$ cat src/rtl/jts_pkg.sv
// ----------------------------------------------------------------------------
// jts_pkg
// shared types and constants of the token scanner: token kinds, scan modes,
// the per-byte queue record
// ----------------------------------------------------------------------------
package jts_pkg;

  localparam int QDEPTH = 4;
  localparam int QAW    = $clog2(QDEPTH);
  localparam int QCW    = $clog2(QDEPTH + 1);

  typedef enum logic [3:0] {
    K_COLON    = 4'd0,
    K_COMMA    = 4'd1,
    K_LBRACE   = 4'd2,
    K_RBRACE   = 4'd3,
    K_LBRACKET = 4'd4,
    K_RBRACKET = 4'd5,
    K_INTEGER  = 4'd6,
    K_STRBYTE  = 4'd7,
    K_STREND   = 4'd8,
    K_EOI      = 4'd9,
    K_BADCHAR  = 4'd10,
    K_UNTERM   = 4'd11,
    K_BADESC   = 4'd12
  } kind_t;

  typedef enum logic [2:0] {
    M_IDLE = 3'd0,
    M_ZERO = 3'd1,
    M_DEC  = 3'd2,
    M_OCT  = 3'd3,
    M_HEX  = 3'd4,
    M_STR  = 3'd5,
    M_ESC  = 3'd6
  } mode_t;

  // results of one input byte; the second token never carries an integer
  typedef struct packed {
    logic        two;
    kind_t       k0;
    logic [63:0] v0;
    logic [7:0]  b0;
    kind_t       k1;
    logic [7:0]  b1;
  } rec_t;

  typedef struct packed {
    logic           full;
    logic           empty;
    logic [QCW-1:0] count;
  } qstat_t;

endpackage

$ cat src/rtl/json_token_scanner_core.sv
// ----------------------------------------------------------------------------
// json_token_scanner_core
// throughput: one input byte per cycle while in_stall is low (queue not full);
//   a byte giving two tokens occupies the output for two transactions
// flow: the first token of a byte is written into the queue, then loaded
//   into the output register, where out_stall can hold it
// reset: synchronous rst_n clears scan mode, accumulator, queue and output
// ----------------------------------------------------------------------------
module json_token_scanner_core import jts_pkg::*; (
  input  logic        clk,
  input  logic        rst_n,
  // input channel: one transaction per byte or end marker
  input  logic        in_valid,
  output logic        in_stall,
  input  logic [7:0]  in_char_byte,
  input  logic        in_end_of_input,
  // result channel: one transaction per token
  output logic        out_valid,
  input  logic        out_stall,
  output logic [3:0]  out_kind,
  output logic [63:0] out_int_value,
  output logic [7:0]  out_string_byte,
  output logic        out_last
);

  // front scans each byte in its accepting cycle and pushes a record of up
  // to two tokens; bytes with no result (whitespace, digits) push nothing
  logic   push;
  rec_t   push_rec;
  logic   pop;
  rec_t   head_rec;
  qstat_t q_stat;

  jts_front u_front (
    .clk             (clk),
    .rst_n           (rst_n),
    .in_valid        (in_valid),
    .in_stall        (in_stall),
    .in_char_byte    (in_char_byte),
    .in_end_of_input (in_end_of_input),
    .q_stat          (q_stat),
    .push            (push),
    .push_rec        (push_rec)
  );

  // the queue decouples scanning from output back-pressure
  jts_queue u_queue (
    .clk      (clk),
    .rst_n    (rst_n),
    .push     (push),
    .push_rec (push_rec),
    .pop      (pop),
    .head_rec (head_rec),
    .stat     (q_stat)
  );

  // back end serialises a two-token record over two transactions
  jts_back u_back (
    .clk             (clk),
    .rst_n           (rst_n),
    .head_rec        (head_rec),
    .q_stat          (q_stat),
    .pop             (pop),
    .out_valid       (out_valid),
    .out_stall       (out_stall),
    .out_kind        (out_kind),
    .out_int_value   (out_int_value),
    .out_string_byte (out_string_byte),
    .out_last        (out_last)
  );

  // no push into a full queue
  a_no_overflow: assert property (@(posedge clk) disable iff (!rst_n)
    !(push && q_stat.full))
    else $error("queue overflow");

  // no pop from an empty queue
  a_no_underflow: assert property (@(posedge clk) disable iff (!rst_n)
    !(pop && q_stat.empty))
    else $error("queue underflow");

  // occupancy stays within depth
  a_count_range: assert property (@(posedge clk) disable iff (!rst_n)
    q_stat.count <= QCW'(QDEPTH))
    else $error("queue count out of range");

  // only integer tokens carry a value
  a_int_only: assert property (@(posedge clk) disable iff (!rst_n)
    (out_valid && out_kind != K_INTEGER) |-> (out_int_value == '0))
    else $error("value on non-integer token");

endmodule

$ cat src/rtl/jts_front.sv
// ----------------------------------------------------------------------------
// jts_front
// per-byte scanner: mode and accumulator update, builds the result record
// ----------------------------------------------------------------------------
module jts_front import jts_pkg::*; (
  input  logic       clk,
  input  logic       rst_n,
  input  logic       in_valid,
  output logic       in_stall,
  input  logic [7:0] in_char_byte,
  input  logic       in_end_of_input,
  input  qstat_t     q_stat,
  output logic       push,
  output rec_t       push_rec
);

  localparam logic [7:0] CH_SP     = 8'h20;
  localparam logic [7:0] CH_TAB    = 8'h09;
  localparam logic [7:0] CH_CR     = 8'h0D;
  localparam logic [7:0] CH_LF     = 8'h0A;
  localparam logic [7:0] CH_QUOTE  = 8'h22;
  localparam logic [7:0] CH_BSLASH = 8'h5C;
  localparam logic [7:0] CH_COLON  = 8'h3A;
  localparam logic [7:0] CH_COMMA  = 8'h2C;
  localparam logic [7:0] CH_LBRACE = 8'h7B;
  localparam logic [7:0] CH_RBRACE = 8'h7D;
  localparam logic [7:0] CH_LBRACK = 8'h5B;
  localparam logic [7:0] CH_RBRACK = 8'h5D;
  localparam logic [7:0] CH_ZERO   = 8'h30;
  localparam logic [7:0] CH_ONE    = 8'h31;
  localparam logic [7:0] CH_SEVEN  = 8'h37;
  localparam logic [7:0] CH_NINE   = 8'h39;
  localparam logic [7:0] CH_LA     = 8'h61;
  localparam logic [7:0] CH_LF_HEX = 8'h66;
  localparam logic [7:0] CH_UA     = 8'h41;
  localparam logic [7:0] CH_UF     = 8'h46;
  localparam logic [7:0] CH_X      = 8'h78;
  localparam logic [7:0] CH_N      = 8'h6E;
  localparam logic [7:0] CH_R      = 8'h72;
  localparam logic [7:0] CH_T      = 8'h74;

  mode_t       mode_r, mode_nxt;
  logic [63:0] acc_r, acc_nxt;

  logic        accept;
  logic        eoi;
  logic [7:0]  ch;
  logic        is_dig, is_oct, is_89, is_hex;
  logic [3:0]  hex_val;
  logic [63:0] acc_dec, acc_oct, acc_hex;

  // token-start scan
  logic        st_emit;
  kind_t       st_kind;
  logic [7:0]  st_byte;
  mode_t       st_mode;
  logic        st_acc_ld;
  logic [63:0] st_acc;

  logic        has0;
  rec_t        rec;

  assign accept   = in_valid && !q_stat.full;
  assign in_stall = q_stat.full;
  assign eoi      = in_end_of_input;
  assign ch       = in_char_byte;

  assign is_dig  = (ch >= CH_ZERO) && (ch <= CH_NINE);
  assign is_oct  = (ch >= CH_ZERO) && (ch <= CH_SEVEN);
  assign is_89   = is_dig && !is_oct;
  assign is_hex  = is_dig || ((ch >= CH_LA) && (ch <= CH_LF_HEX)) ||
                   ((ch >= CH_UA) && (ch <= CH_UF));
  assign hex_val = is_dig ? ch[3:0] : ch[3:0] + 4'd9;

  assign acc_dec = {acc_r[60:0], 3'b000} + {acc_r[62:0], 1'b0} + {60'd0, ch[3:0]};
  assign acc_oct = {acc_r[60:0], ch[2:0]};
  assign acc_hex = {acc_r[59:0], hex_val};

  always_comb begin
    st_emit   = 1'b0;
    st_kind   = K_BADCHAR;
    st_byte   = '0;
    st_mode   = M_IDLE;
    st_acc_ld = 1'b0;
    st_acc    = '0;
    if (eoi) begin
      st_emit = 1'b1;
      st_kind = K_EOI;
    end else begin
      unique case (ch)
        CH_SP, CH_TAB, CH_CR, CH_LF: ;
        CH_QUOTE:  st_mode = M_STR;
        CH_COLON:  begin st_emit = 1'b1; st_kind = K_COLON;    end
        CH_COMMA:  begin st_emit = 1'b1; st_kind = K_COMMA;    end
        CH_LBRACE: begin st_emit = 1'b1; st_kind = K_LBRACE;   end
        CH_RBRACE: begin st_emit = 1'b1; st_kind = K_RBRACE;   end
        CH_LBRACK: begin st_emit = 1'b1; st_kind = K_LBRACKET; end
        CH_RBRACK: begin st_emit = 1'b1; st_kind = K_RBRACKET; end
        CH_ZERO: begin
          st_mode   = M_ZERO;
          st_acc_ld = 1'b1;
        end
        default: begin
          if (ch >= CH_ONE && ch <= CH_NINE) begin
            st_mode   = M_DEC;
            st_acc_ld = 1'b1;
            st_acc    = {60'd0, ch[3:0]};
          end else begin
            st_emit = 1'b1;
            st_byte = ch;
          end
        end
      endcase
    end
  end

  always_comb begin
    mode_nxt = mode_r;
    acc_nxt  = acc_r;
    has0     = 1'b0;
    rec      = '{two: 1'b0, k0: K_BADCHAR, v0: '0, b0: '0, k1: K_BADCHAR, b1: '0};
    unique case (mode_r)
      M_ZERO: begin
        if (!eoi && ch == CH_X) begin
          acc_nxt  = '0;
          mode_nxt = M_HEX;
        end else if (!eoi && is_oct) begin
          acc_nxt  = {61'd0, ch[2:0]};
          mode_nxt = M_OCT;
        end else if (!eoi && is_89) begin
          has0     = 1'b1;
          rec.k0   = K_BADCHAR;
          rec.b0   = ch;
          mode_nxt = M_IDLE;
        end else begin
          // lone zero, then rescan
          has0     = 1'b1;
          rec.k0   = K_INTEGER;
          rec.two  = st_emit;
          rec.k1   = st_kind;
          rec.b1   = st_byte;
          mode_nxt = st_mode;
          acc_nxt  = st_acc_ld ? st_acc : '0;
        end
      end
      M_DEC, M_OCT, M_HEX: begin
        if (!eoi && mode_r == M_DEC && is_dig) begin
          acc_nxt = acc_dec;
        end else if (!eoi && mode_r == M_OCT && is_oct) begin
          acc_nxt = acc_oct;
        end else if (!eoi && mode_r == M_HEX && is_hex) begin
          acc_nxt = acc_hex;
        end else if (!eoi && mode_r == M_OCT && is_89) begin
          has0     = 1'b1;
          rec.k0   = K_BADCHAR;
          rec.b0   = ch;
          mode_nxt = M_IDLE;
        end else begin
          // number ends, byte rescanned
          has0     = 1'b1;
          rec.k0   = K_INTEGER;
          rec.v0   = acc_r;
          rec.two  = st_emit;
          rec.k1   = st_kind;
          rec.b1   = st_byte;
          mode_nxt = st_mode;
          if (st_acc_ld) acc_nxt = st_acc;
        end
      end
      M_STR: begin
        has0 = 1'b1;
        if (eoi) begin
          rec.k0   = K_UNTERM;
          mode_nxt = M_IDLE;
        end else if (ch == CH_QUOTE) begin
          rec.k0   = K_STREND;
          mode_nxt = M_IDLE;
        end else if (ch == CH_BSLASH) begin
          has0     = 1'b0;
          mode_nxt = M_ESC;
        end else begin
          rec.k0 = K_STRBYTE;
          rec.b0 = ch;
        end
      end
      M_ESC: begin
        has0     = 1'b1;
        mode_nxt = M_STR;
        rec.k0   = K_STRBYTE;
        if (eoi) begin
          rec.k0   = K_UNTERM;
          mode_nxt = M_IDLE;
        end else if (ch == CH_QUOTE) begin
          rec.b0 = CH_QUOTE;
        end else if (ch == CH_N) begin
          rec.b0 = CH_LF;
        end else if (ch == CH_R) begin
          rec.b0 = CH_CR;
        end else if (ch == CH_T) begin
          rec.b0 = CH_TAB;
        end else begin
          rec.k0   = K_BADESC;
          rec.b0   = ch;
          mode_nxt = M_IDLE;
        end
      end
      default: begin
        has0     = st_emit;
        rec.k0   = st_kind;
        rec.b0   = st_byte;
        mode_nxt = st_mode;
        if (st_acc_ld) acc_nxt = st_acc;
      end
    endcase
  end

  assign push     = accept && has0;
  assign push_rec = rec;

  always_ff @(posedge clk) begin
    if (!rst_n) begin
      mode_r <= M_IDLE;
      acc_r  <= '0;
    end else if (accept) begin
      mode_r <= mode_nxt;
      acc_r  <= acc_nxt;
    end
  end

endmodule

$ cat src/rtl/jts_queue.sv
// ----------------------------------------------------------------------------
// jts_queue
// short first-in first-out queue of result records between scanner and emitter
// ----------------------------------------------------------------------------
module jts_queue import jts_pkg::*; (
  input  logic   clk,
  input  logic   rst_n,
  input  logic   push,
  input  rec_t   push_rec,
  input  logic   pop,
  output rec_t   head_rec,
  output qstat_t stat
);

  rec_t           mem_r [QDEPTH];
  logic [QAW-1:0] wr_ptr_r, rd_ptr_r;
  logic [QCW-1:0] count_r, count_nxt;

  assign stat.full  = (count_r == QCW'(QDEPTH));
  assign stat.empty = (count_r == '0);
  assign stat.count = count_r;
  assign head_rec   = mem_r[rd_ptr_r];

  always_comb begin
    count_nxt = count_r;
    if (push && !pop)      count_nxt = count_r + 1'b1;
    else if (pop && !push) count_nxt = count_r - 1'b1;
  end

  always_ff @(posedge clk) begin
    if (push) mem_r[wr_ptr_r] <= push_rec;
  end

  always_ff @(posedge clk) begin
    if (!rst_n) begin
      wr_ptr_r <= '0;
      rd_ptr_r <= '0;
      count_r  <= '0;
    end else begin
      if (push) wr_ptr_r <= wr_ptr_r + 1'b1;
      if (pop)  rd_ptr_r <= rd_ptr_r + 1'b1;
      count_r <= count_nxt;
    end
  end

endmodule

$ cat src/rtl/jts_back.sv
// ----------------------------------------------------------------------------
// jts_back
// emitter: splits each record into one or two tokens on the output register
// ----------------------------------------------------------------------------
module jts_back import jts_pkg::*; (
  input  logic        clk,
  input  logic        rst_n,
  input  rec_t        head_rec,
  input  qstat_t      q_stat,
  output logic        pop,
  output logic        out_valid,
  input  logic        out_stall,
  output logic [3:0]  out_kind,
  output logic [63:0] out_int_value,
  output logic [7:0]  out_string_byte,
  output logic        out_last
);

  logic        out_valid_r, out_valid_nxt;
  kind_t       kind_r, kind_nxt;
  logic [63:0] int_r, int_nxt;
  logic [7:0]  byte_r, byte_nxt;
  logic        last_r, last_nxt;
  logic        sec_pend_r, sec_pend_nxt;
  kind_t       sec_kind_r, sec_kind_nxt;
  logic [7:0]  sec_byte_r, sec_byte_nxt;
  logic        load;

  assign load = !out_valid_r || !out_stall;
  assign pop  = load && !sec_pend_r && !q_stat.empty;

  always_comb begin
    out_valid_nxt = out_valid_r;
    kind_nxt      = kind_r;
    int_nxt       = int_r;
    byte_nxt      = byte_r;
    last_nxt      = last_r;
    sec_pend_nxt  = sec_pend_r;
    sec_kind_nxt  = sec_kind_r;
    sec_byte_nxt  = sec_byte_r;
    if (load) begin
      priority if (sec_pend_r) begin
        out_valid_nxt = 1'b1;
        kind_nxt      = sec_kind_r;
        int_nxt       = '0;
        byte_nxt      = sec_byte_r;
        last_nxt      = 1'b1;
        sec_pend_nxt  = 1'b0;
      end else if (!q_stat.empty) begin
        out_valid_nxt = 1'b1;
        kind_nxt      = head_rec.k0;
        int_nxt       = head_rec.v0;
        byte_nxt      = head_rec.b0;
        last_nxt      = !head_rec.two;
        sec_pend_nxt  = head_rec.two;
        sec_kind_nxt  = head_rec.k1;
        sec_byte_nxt  = head_rec.b1;
      end else begin
        out_valid_nxt = 1'b0;
      end
    end
  end

  always_ff @(posedge clk) begin
    if (!rst_n) begin
      out_valid_r <= 1'b0;
      sec_pend_r  <= 1'b0;
    end else begin
      out_valid_r <= out_valid_nxt;
      sec_pend_r  <= sec_pend_nxt;
    end
  end

  always_ff @(posedge clk) begin
    kind_r     <= kind_nxt;
    int_r      <= int_nxt;
    byte_r     <= byte_nxt;
    last_r     <= last_nxt;
    sec_kind_r <= sec_kind_nxt;
    sec_byte_r <= sec_byte_nxt;
  end

  assign out_valid       = out_valid_r;
  assign out_kind        = 4'(kind_r);
  assign out_int_value   = int_r;
  assign out_string_byte = byte_r;
  assign out_last        = last_r;

endmodule
$ cat config.mk
export PLATFORM = sky130hd
export DESIGN_NAME = json_token_scanner_core
export DESIGN_NICKNAME = d
export VERILOG_FILES = /design/src/rtl/jts_pkg.sv /design/src/rtl/json_token_scanner_core.sv /design/src/rtl/jts_front.sv /design/src/rtl/jts_queue.sv /design/src/rtl/jts_back.sv
export SDC_FILE = /design/constraint.sdc
export NUM_CORES = 1
export LEC_CHECK = 0
export BUFFER_PORTS_ARGS = -buffer_cell sky130_fd_sc_hd__buf_2
export CORE_MARGIN = 2
export CORE_UTILIZATION = 40
export DETAILED_ROUTE_END_ITERATION = 8
export PLACE_DENSITY = 0.55
export SETUP_SLACK_MARGIN = 0.15
export SLEW_MARGIN = 10
export SYNTH_ARGS = -nofsm -noshare
export SYNTH_HDL_FRONTEND = slang
export SYNTH_SLANG_ARGS = --single-unit
$ cat constraint.sdc
create_clock -name clk -period 15.3 [get_ports clk]
set_input_delay 3.06 -clock clk [delete_from_list [all_inputs] [get_ports clk]]
set_output_delay 3.06 -clock clk [all_outputs]
set_load 0.03 [all_outputs]
==> flow_metrics.tcl, run 1 <==
set metrics [dict create \
    status "completed" \
    worst_hold_margin_ps 530 \
    timing.rr.end "u_queue.mem_r[3][63]" \
    deepest_clock_path_buffer_count 3 \
    placed_area_mm2 0.0277 \
    synth_commonest_cells "sky130_fd_sc_hd__edfxtp_1 (445), sky130_fd_sc_hd__a21oi_1 (168), sky130_fd_sc_hd__o21ai_0 (134)" \
    grt_pass1_wl_um 106000 \
    syn_inst 2092 \
    nets 2285 \
    cts_setup_buffers 0 \
    comb_power_share_pct 24.8 \
    drt.antenna.violating_nets 0 \
    worst_r2r_path_depth 8 \
    min_path_type "flop to flop" \
    cts_resized 0 \
    initial_core_util_pct 40.3 \
    syn_avg_cell_area_um2 12.6 \
    register_to_register_setup_slack_ps 10700 \
    synth_seq_area_share_pct 56.4 \
    synth_edf_count 445 \
    die_area_mm2 0.0682 \
    stdcell_area_mm2 0.0294 \
    drive_above_1_share_pct 14.9 \
    yosys.cell_count.top_type "sky130_fd_sc_hd__edfxtp_1" \
    pwr-share-seq_pct 46.7 \
    routed_wirelength_um 69500 \
    synthesis.nets 2239 \
    finalSetupViolations 0 \
    synth_cell_type_count 85 \
    port_buffers 91 \
    worst_slew_pin_slew_ps 1070 \
    core_region_area_mm2 0.0656 \
    post_synth_instance_area_mm2 0.0265 \
    power_w 0.00428 \
    timing.critical_path.from_type "primary input" \
    antenna_found_initial 7 \
    clkTransAtPathRegs_ps 60 \
    portion_of_synthesized_cell_area_occupied_by_the_leading_cell_type_pct 50.5 \
    timing.final.crit_share_pct 49.2 \
    yosys_most_used_dff "sky130_fd_sc_hd__edfxtp_1" \
    via_count_of_the_first_global_routing_pass 17300 \
    first_pass_iters 5 \
    timing.max_cap.violations 0 \
    cp-end-kind "flop" \
    cts.sinks 523 \
    avgViaCountPerCell 5.82 \
    tot_gr_track_use_pct 20.2 \
    ir_drop_uv 131 \
    crit-reg2reg-launch "u_front.mode_r[0]" \
    power.switching_w 0.00135 \
    route.detailed.drc 0 \
    largest_net_degree_at_the_start_of_global_routing 81 \
    clock_insertion_delay_worst_skew_ps 620 \
    unrepaired_setup_endpoints_after_global_routing "no" \
    floorplan.rows 94 \
    yosys_register_bits 523 \
    timing.setup.critical_path_class "primary input to flop" \
    root_buffer "sky130_fd_sc_hd__clkbuf_16" \
    power.share.clock_pct 28.4 \
    tritoncts_clock_tree "done" \
    time_the_final_worst_path_needs_with_i_o_delays_and_setup_ps 7530 \
    area_delta_synth_final_pct 10.9 \
    internal_power_w 0.00293 \
    die_height_um 261 \
    totalNegativeSetupSlack_ps 0 \
    htreeDepth 2 \
    synth-warning-count 0 \
    post_drt_wl_per_cell_um 22.8 \
    dp.final_hpwl_um 46300 \
    detailroute.via_count 17700 \
    max_freq_ghz 0.133 \
    max-slew-margin-rel_pct 28.5 \
    power.leakage_nw 10.3 \
    overflow 0 \
    data_arrival_time_of_the_critical_path_ps 7740 \
    hold_start "u_queue.count_r[2]" \
    timing.final.max_slew_violations 0 \
    crit_fanout 71 \
    cellPowerDensity_mw_per_mm2 146 \
    drt_iter0_markers 1445 \
    place_congestion 0.866 \
    cp_data_required_time_ps 15520 \
    switching_share_pct 31.6 \
    holdBufCountCts 0 \
    timing.final.hold_violations 0 \
    min_path_cells 2 \
    leading_cell_types_by_total_area_after_synthesis "sky130_fd_sc_hd__edfxtp_1 (51%), sky130_fd_sc_hd__mux4_2 (7.6%), sky130_fd_sc_hd__ha_1 (6.2%)" \
    asyncSetResetFlopFracSynth_pct 0 \
    cts_made_buffers 52 \
    timing.clock.skew_ps 35.3 \
    hold_worst_path_end "u_queue.count_r[2]" \
    yosysTopAreaCell "sky130_fd_sc_hd__edfxtp_1" \
    floorplan.io_pins 92 \
    die_span_in_x_um 261 \
]
[flip-flops by register name, indices dropped and copies added (netlist names), named ones only]
name,flops
u_queue.mem_r,356
u_back.out_int_value,64
u_front.acc_r,64
u_back.out_string_byte,8
u_back.sec_byte_r,8
u_back.out_kind,4
u_back.sec_kind_r,4
u_front.mode_r,3
u_queue.count_r,3
u_queue.rd_ptr_r,2
u_queue.wr_ptr_r,2
u_back.out_last,1
u_back.out_valid,1
u_back.sec_pend_r,1
[worst max-delay path, stage by stage]
cell	delay [ps]
sky130_fd_sc_hd__buf_2	210
sky130_fd_sc_hd__inv_1	160
sky130_fd_sc_hd__ha_1	360
sky130_fd_sc_hd__o21bai_2	250
sky130_fd_sc_hd__a21o_1	320
sky130_fd_sc_hd__o21ai_1	130
sky130_fd_sc_hd__and4b_2	230
sky130_fd_sc_hd__buf_4	340
sky130_fd_sc_hd__o311ai_1	350
sky130_fd_sc_hd__a21oi_1	150
sky130_fd_sc_hd__a2111oi_4	670
sky130_fd_sc_hd__and2_4	570
sky130_fd_sc_hd__buf_4	820
[logic make-up after synthesis]
family / share of synthesized area [%]
XOR/XNOR: 1.92
multiplexers: 8.28
buffers and inverters: 2.26
flip-flops: 56.4
AO/OA/AOI/OAI: 13.8
adder cells (fa/ha/maj): 6.42
AND/OR/NAND/NOR: 10.9
[power groups by stage]
| stage | clock network, W | logic (W) | registers, W |
|---|---|---|---|
| CTS | 0.00125 | 0.00109 | 0.00201 |
| global route | 0.00130 | 0.00114 | 0.00203 |
| detailed placement | 0 | 0.00108 | 0.00203 |
| finish | 0.00122 | 0.00106 | 0.00200 |
| floorplan | 0 | 0.000550 | 0.00221 |
| global placement | 0 | 0.00108 | 0.00202 |
[cell usage in the layout, fill, tap and decap left out, types with 39 or more instances in the layout]
| master | instances |
|---|---|
| sky130_fd_sc_hd__and2_1 | 74 |
| sky130_fd_sc_hd__edfxtp_1 | 445 |
| sky130_fd_sc_hd__o21ai_0 | 134 |
| sky130_fd_sc_hd__mux4_2 | 89 |
| sky130_fd_sc_hd__clkbuf_16 | 52 |
| sky130_fd_sc_hd__buf_2 | 91 |
| sky130_fd_sc_hd__ha_1 | 131 |
| sky130_fd_sc_hd__a221oi_1 | 39 |
| sky130_fd_sc_hd__nor2_1 | 130 |
| sky130_fd_sc_hd__dfxtp_1 | 75 |
| sky130_fd_sc_hd__a21oi_1 | 167 |
| sky130_fd_sc_hd__nor2b_1 | 81 |
| sky130_fd_sc_hd__nand2_1 | 124 |
[metal layers]
metal | track usage, % | share of wire, % | vias to the layer above
met5 | 0 | 0.019 | -
met4 | 4.75 | 1.8 | 2
met3 | 2.68 | 5.3 | 80
met2 | 29.8 | 44 | 497
met1 | 31.5 | 49 | 8936
li1 | - | - | 8202
[metrics by stage]
step / utilization [%] / setup slack (ps) / cells
finish: 44.7 / 7770 / 3045
global route: 44.7 / 7510 / 3044
CTS: 44.7 / 7830 / 3044
detailed placement: 42.3 / 7180 / 2948
global placement: 42.3 / 7260 / 2948
floorplan: - / 7590 / 2092
[cell type report]
type / count / area (µm²)
fillers: 6030 / 36300
flip-flops and latches: 523 / 14900
multi-input cells: 1420 / 11000
clock buffers: 62 / 1340
well taps: 864 / 1080
repair buffers: 115 / 636
clock inverters: 34 / 267
inverters: 26 / 97.6
diodes: 1 / 2.50
[worst max-delay path by stage]
stage                     slack [ps]  cells after the start              endpoint       startpoint
final                           7770                     13  u_queue.mem_r[3][63]  in_char_byte[0]
after global routing            7510                     13  u_queue.mem_r[3][64]  in_char_byte[1]
after CTS                       7830                     13  u_queue.mem_r[1][32]  in_char_byte[0]
after detailed placement        7180                     13  u_queue.mem_r[1][50]  in_char_byte[0]
after global placement          7260                     13  u_queue.mem_r[3][55]  in_char_byte[0]
after floorplan                 7590                     12   u_queue.mem_r[0][0]  in_char_byte[1]
Power figures use the tool's default switching activity.
==> run 2, diff against run 1 <==
--- a/config.mk
+++ b/config.mk
@@ -9,7 +9,7 @@
 export CORE_MARGIN = 2
 export CORE_UTILIZATION = 40
 export DETAILED_ROUTE_END_ITERATION = 8
-export PLACE_DENSITY = 0.55
+export PLACE_DENSITY = 0.58
 export SETUP_SLACK_MARGIN = 0.15
 export SLEW_MARGIN = 10
 export SYNTH_ARGS = -nofsm -noshare
==> constraint.sdc (replaced) <==
create_clock -name clk -period 6.9 [get_ports clk]
set_input_delay 1.38 -clock clk [delete_from_list [all_inputs] [get_ports clk]]
set_output_delay 1.38 -clock clk [all_outputs]
set_load 0.03 [all_outputs]
==> run 2 against run 1 <==
  * Clock skew fell by 7.2 ps
  * Critical path depth fell by 1
  * Register-to-register slack got worse by 7900 ps
  * Final cell count rose by 0.46%
  * Clock power rose by 140%
  * Sequential share of layout area fell by 0.50 points
  * Sequential cell count did not move
  * Count of clock-buffer cells in the layout rose by 11
  * Power rose by 130%
  * Combinational power rose by 120%
  * Setup slack got worse by 5800 ps
==> flow_metrics.tcl, run 2 (same netlist as run 1, synthesis figures left out) <==
set metrics [dict create \
    critPathSlowestCell "sky130_fd_sc_hd__and2_4" \
    largest_net_degree_at_the_start_of_global_routing 71 \
    layout_common_cells "sky130_fd_sc_hd__edfxtp_1 (445), sky130_fd_sc_hd__a21oi_1 (167), sky130_fd_sc_hd__o21ai_0 (134), sky130_fd_sc_hd__ha_1 (131), sky130_fd_sc_hd__nor2_1 (130)" \
    place_congestion 0.895 \
    power.leakage_nw 10.5 \
    antenna_cells_inserted 0 \
    cts.sinks 523 \
    detailroute.via_count 17500 \
    timing.setup.critical_path_class "primary input to flop" \
    cts_setup_buffers 0 \
    root_buffer "sky130_fd_sc_hd__clkbuf_16" \
    time_the_final_worst_path_needs_with_i_o_delays_and_setup_ps 4970 \
    worst_hold_margin_ps 527 \
    drt_iter0_markers 1271 \
    drt.antenna.violating_nets 0 \
    number_of_flip_flops_in_the_largest_register 356 \
    ir_drop_uv 244 \
    core_region_area_mm2 0.0656 \
    fin_cells 3059 \
    timing.final.crit_share_pct 72.1 \
    holdBufCountCts 0 \
    tot_gr_track_use_pct 19.1 \
    avgViaCountPerCell 5.73 \
    unrepaired_setup_endpoints_after_global_routing "no" \
    timing.final.hold_violations 0 \
    tritoncts_clock_tree "done" \
    placed_area_mm2 0.0278 \
    totalNegativeSetupSlack_ps 0 \
    floorplan.rows 94 \
    clkTransAtPathRegs_ps 60 \
    data_arrival_time_of_the_critical_path_ps 5260 \
    cellPowerDensity_mw_per_mm2 326 \
    clock_insertion_delay_worst_skew_ps 630 \
    crit_fanout 48 \
    dp.final_hpwl_um 42900 \
    grt_pass1_wl_um 102000 \
    cts_made_buffers 55 \
    timing.clock.skew_ps 28.1 \
    stdcell_area_mm2 0.0296 \
    min_path_type "flop to flop" \
    cp_slowest_stage_delay_ps 800 \
    max-slew-margin-rel_pct 29.4 \
    die_height_um 261 \
    post_drt_wl_per_cell_um 21.4 \
    cp_data_required_time_ps 7190 \
    status "completed" \
    deepest_clock_path_buffer_count 3 \
    die_area_mm2 0.0682 \
    cts_resized 0 \
    overflow 0 \
    area_delta_synth_final_pct 12.0 \
    fill_cells 5937 \
    multiInputGateArea_mm2 0.0110 \
    die_span_in_x_um 261 \
    worst_slew_pin_slew_ps 1060 \
    nets 2295 \
    first_pass_iters 6 \
    via_count_of_the_first_global_routing_pass 17500 \
    max_freq_ghz 0.201 \
    antenna_found_initial 0 \
    finalSetupViolations 0 \
    port_buffers 91 \
    cp-end-kind "flop" \
    routed_wirelength_um 65400 \
    timing.final.max_slew_violations 0 \
    regMostFlops "u_queue.mem_r" \
    layout_commonest_cell "sky130_fd_sc_hd__edfxtp_1" \
    sequential_cell_area_mm2 0.0149 \
    timing.critical_path.from_type "primary input" \
    drive_above_1_share_pct 15.9 \
    post-place-ws_ps 1280 \
    initial_core_util_pct 40.3 \
    place.detailed.instances 2955 \
    route.detailed.drc 0 \
    cell_chain_of_the_critical_path "buf_2, inv_1, ha_1, o21bai_2, a21o_1, o21ai_1, and4b_2, o311ai_1, a21oi_1, a2111oi_4, and2_4, buf_12" \
    floorplan.io_pins 92 \
    timing.max_cap.violations 0 \
    timing.final.ws_setup_ps 1930 \
    htreeDepth 2 \
]
-- run 2: changes by cell type in the layout (fill, tap and decap cells not counted), moves of 2 or more --
cell                        change
sky130_fd_sc_hd__clkbuf_8       +5
sky130_fd_sc_hd__buf_4          +3
sky130_fd_sc_hd__clkinv_2       +8
sky130_fd_sc_hd__buf_12         +4
sky130_fd_sc_hd__clkinv_1      -13
sky130_fd_sc_hd__clkbuf_16      +3
sky130_fd_sc_hd__clkbuf_1       +3
sky130_fd_sc_hd__inv_6          +2
-- run 2: layout make-up --
class | instances | area share, %
flip-flops and latches | 523 | 50.4
multi-input cells | 1420 | 37.1
clock buffers | 73 | 5.04
well taps | 864 | 3.65
repair buffers | 122 | 2.49
clock inverters | 31 | 1.03
inverters | 26 | 0.329
-- run 2: path summary, 6_finish.rpt --
kind / from / to / slack [ps] / cells after the start
setup reg to reg: u_front.acc_r[2] / u_front.acc_r[63] / 2850 / 12
hold reg to reg: u_queue.count_r[2] / u_queue.count_r[2] / 530 / 2
hold / removal: u_queue.count_r[2] / u_queue.count_r[2] / 530 / 2
setup / recovery: in_char_byte[0] / u_queue.mem_r[2][43] / 1930 / 12
-- run 2: stage by stage --
step,utilization [%],power (W)
finish,45.2,0.00966
global route,45.2,0.0101
CTS,45.2,0.00981
detailed placement,42.4,0.00687
global placement,42.4,0.00683
floorplan,-,0.00613
-- run 2: worst max-delay path, delay by kind of cell --
| kind | cells | cell delay [ps] |
|---|---|---|
| AOI/OAI and AO/OA | 6 | 1750 |
| and+or+nand+nor | 2 | 1040 |
| buffers and inverters | 3 | 640 |
| adders and majority gates | 1 | 360 |
-- run 2: power by group --
| group | internal [W] | leakage (nW) | switching, W |
|---|---|---|---|
| clock network | 0.00169 | 0.893 | 0.00124 |
| registers | 0.00417 | 4.70 | 0.000227 |
| logic | 0.000832 | 4.91 | 0.00151 |
| total | 0.00669 | 10.5 | 0.00297 |
-- run 2: metal layers --
metal	vias up	track usage, %	routed length (µm)
met5	-	0	0
met4	0	5.32	1450
met3	95	2.46	2710
met2	409	32.1	31700
met1	8807	26.0	29500
li1	8227	-	-
==> run 3, diff against run 2 <==
--- a/config.mk
+++ b/config.mk
@@ -9,7 +9,7 @@
 export CORE_MARGIN = 2
 export CORE_UTILIZATION = 40
 export DETAILED_ROUTE_END_ITERATION = 8
-export PLACE_DENSITY = 0.58
+export PLACE_DENSITY = 0.55
 export SETUP_SLACK_MARGIN = 0.15
 export SLEW_MARGIN = 10
 export SYNTH_ARGS = -nofsm -noshare
==> constraint.sdc (replaced) <==
create_clock -name clk -period 5.08 [get_ports clk]
set_input_delay 1.016 -clock clk [delete_from_list [all_inputs] [get_ports clk]]
set_output_delay 1.016 -clock clk [all_outputs]
set_load 0.03 [all_outputs]
==> run 3 against run 2 <==
  * Sequential share of layout area decreased by 0.77 points
  * Cell area grew 1.5%
  * Die area did not move
  * Critical path depth rose by 4
  * Clock skew shrank 1.2 ps
  * Clock power is 49% higher
  * Global-route usage grew 0.47 points
  * Setup slack worse by 1000 ps
  * Worst hold slack better by 9.7 ps
  * Via count grew 0.95%
  * Register-to-register slack worse by 1700 ps
  * Largest cell class unchanged
==> flow_metrics.tcl, run 3 (same netlist as run 1, synthesis figures left out) <==
set metrics [dict create \
    routed_wirelength_um 66700 \
    critical_path.top_delay_family "compound AO/OA/AOI/OAI gates" \
    data_arrival_time_of_the_critical_path_ps 4720 \
    top_usage_layer "met2" \
    time_the_final_worst_path_needs_with_i_o_delays_and_setup_ps 4180 \
    floorplan.rows 94 \
    finalSetupViolations 0 \
    antenna_found_initial 1 \
    root_buffer "sky130_fd_sc_hd__clkbuf_16" \
    crit-reg2reg-launch "u_front.acc_r[12]" \
    totalNegativeSetupSlack_ps 0 \
    largest_net_degree_at_the_start_of_global_routing 65 \
    timing.setup.critical_path_class "primary input to flop" \
    die_area_mm2 0.0682 \
    avgViaCountPerCell 5.74 \
    first_pass_iters 5 \
    pwr-share-seq_pct 43.8 \
    timing.final.hold_violations 0 \
    multiInputGateArea_mm2 0.0110 \
    path_buf_inv 3 \
    max-slew-margin-rel_pct 25.3 \
    drt_iter0_markers 1212 \
    post-place-ws_ps 285 \
    power.share.clock_pct 32.1 \
    globalRouteMet3Util_pct 2.56 \
    min_path_type "flop to flop" \
    floorplan.io_pins 92 \
    drive_above_1_share_pct 16.8 \
    grt_pass1_wl_um 104000 \
    tot_gr_track_use_pct 19.5 \
    cts.sinks 523 \
    place_congestion 0.900 \
    post_drt_wl_per_cell_um 21.6 \
    cp-end-kind "flop" \
    min_path_cells 2 \
    register_to_register_setup_slack_ps 1190 \
    clock_insertion_delay_worst_skew_ps 630 \
    cell_chain_of_the_critical_path "buf_2, inv_1, ha_1, o21bai_2, a21o_1, o21ai_1, and4b_2, o311ai_1, a21oi_1, a2111oi_4, ha_1, inv_1, fa_1, xor2_1, or3_1, a21oi_1" \
    hold_worst_path_end "u_queue.rd_ptr_r[1]" \
    timing.final.crit_share_pct 82.3 \
    hold_start "u_queue.rd_ptr_r[1]" \
    via_count_of_the_first_global_routing_pass 17800 \
    ir_drop_uv 279 \
    tritoncts_clock_tree "done" \
    sequential_cell_area_mm2 0.0149 \
    max_freq_ghz 0.239 \
    number_of_flip_flops_in_the_largest_register 356 \
    worst_slew_pin_slew_ps 1110 \
    die_span_in_x_um 261 \
    deepest_clock_path_buffer_count 3 \
    comb_power_share_pct 24.1 \
    holdBufCountCts 0 \
    timing.final.ws_setup_ps 900 \
    route.detailed.drc 0 \
    port_buffers 91 \
    timing.rr.end "u_front.acc_r[34]" \
    layout_common_cells "sky130_fd_sc_hd__edfxtp_1 (445), sky130_fd_sc_hd__a21oi_1 (167), sky130_fd_sc_hd__o21ai_0 (134), sky130_fd_sc_hd__ha_1 (131), sky130_fd_sc_hd__nor2_1 (130)" \
    layout_commonest_cell "sky130_fd_sc_hd__edfxtp_1" \
    timing.critical_path.from_type "primary input" \
    cts_resized 0 \
    cp_data_required_time_ps 5620 \
    core_region_area_mm2 0.0656 \
    critPathSlowestCell "sky130_fd_sc_hd__a2111oi_4" \
    nets 2319 \
    overflow 0 \
    cts_setup_buffers 0 \
    area_delta_synth_final_pct 13.7 \
    cellPowerDensity_mw_per_mm2 450 \
    power.switching_w 0.00410 \
    cp_slowest_stage_delay_ps 400 \
    timing.max_cap.violations 0 \
    stdcell_area_mm2 0.0301 \
    power.leakage_nw 10.7 \
    placed_area_mm2 0.0281 \
    timing.clock.skew_ps 26.9 \
    regMostFlops "u_queue.mem_r" \
    met1_usage_pct 27.3 \
    detailroute.via_count 17700 \
    die_height_um 261 \
    unrepaired_setup_endpoints_after_global_routing "no" \
    cts_made_buffers 57 \
    drt.antenna.violating_nets 0 \
    switching_share_pct 30.2 \
    status "completed" \
    clkTransAtPathRegs_ps 60 \
    worst_r2r_path_depth 12 \
    internal_power_w 0.00946 \
    initial_core_util_pct 40.3 \
    grt.met2_usage_pct 31.9 \
    fill_cells 5942 \
    htreeDepth 2 \
    timing.final.max_slew_violations 0 \
    crit_fanout 8 \
    dp.final_hpwl_um 44500 \
    utilization_pct 45.9 \
]
-- run 3: layout make-up --
type | instances | share of cell area [%]
clock inverters | 35 | 1.57
diodes | 2 | 0.0166
flip-flops and latches | 523 | 49.6
clock buffers | 71 | 5.12
multi-input cells | 1420 | 36.5
inverters | 26 | 0.324
repair buffers | 144 | 3.25
well taps | 864 | 3.59
-- run 3: worst reg2reg max path, stage by stage (launching register included) --
cell	delay, ps
sky130_fd_sc_hd__dfxtp_1	530
sky130_fd_sc_hd__ha_1	310
sky130_fd_sc_hd__ha_1	380
sky130_fd_sc_hd__o21ai_0	430
sky130_fd_sc_hd__a211oi_1	80
sky130_fd_sc_hd__or3_1	380
sky130_fd_sc_hd__a22o_1	270
sky130_fd_sc_hd__o21ai_1	620
sky130_fd_sc_hd__o21ai_0	250
sky130_fd_sc_hd__xnor2_1	220
sky130_fd_sc_hd__a211oi_1	100
sky130_fd_sc_hd__a21oi_1	140
sky130_fd_sc_hd__nor2_1	50
-- run 3: worst max path at each step --
stage,startpoint,cells past startpoint,endpoint
final,in_char_byte[1],16,u_queue.count_r[2]
after global routing,in_char_byte[1],16,u_queue.count_r[2]
after detailed placement,in_char_byte[1],16,u_queue.count_r[2]
after global placement,in_char_byte[1],17,u_queue.count_r[2]
after floorplan,in_char_byte[1],12,u_queue.mem_r[0][0]
after CTS,in_char_byte[1],16,u_queue.count_r[2]
-- run 3: layer usage --
metal	vias up	wire [µm]	share of wire, %
li1	8280	-	-
met1	8857	30300	45
met4	0	1420	2.1
met3	93	3300	4.9
met5	-	0	0
met2	474	31600	47
-- run 3: power by group through the flow --
stage	Clock (W)	Sequential (W)	Combinational [W]
2_1_floorplan	0	0.00663	0.00166
3_3_place_gp	0	0.00602	0.00331
3_5_place_dp	0	0.00604	0.00332
4_1_cts	0.00447	0.00595	0.00333
5_1_grt	0.00462	0.00602	0.00353
6_report	0.00435	0.00594	0.00326
-- run 3: stage by stage --
step	total power (W)	instances	hold slack (ps)
2_1_floorplan	0.00828	2092	472
3_3_place_gp	0.00933	2977	510
3_5_place_dp	0.00936	2977	517
4_1_cts	0.0138	3083	541
5_1_grt	0.0142	3084	565
6_report	0.0136	3085	536
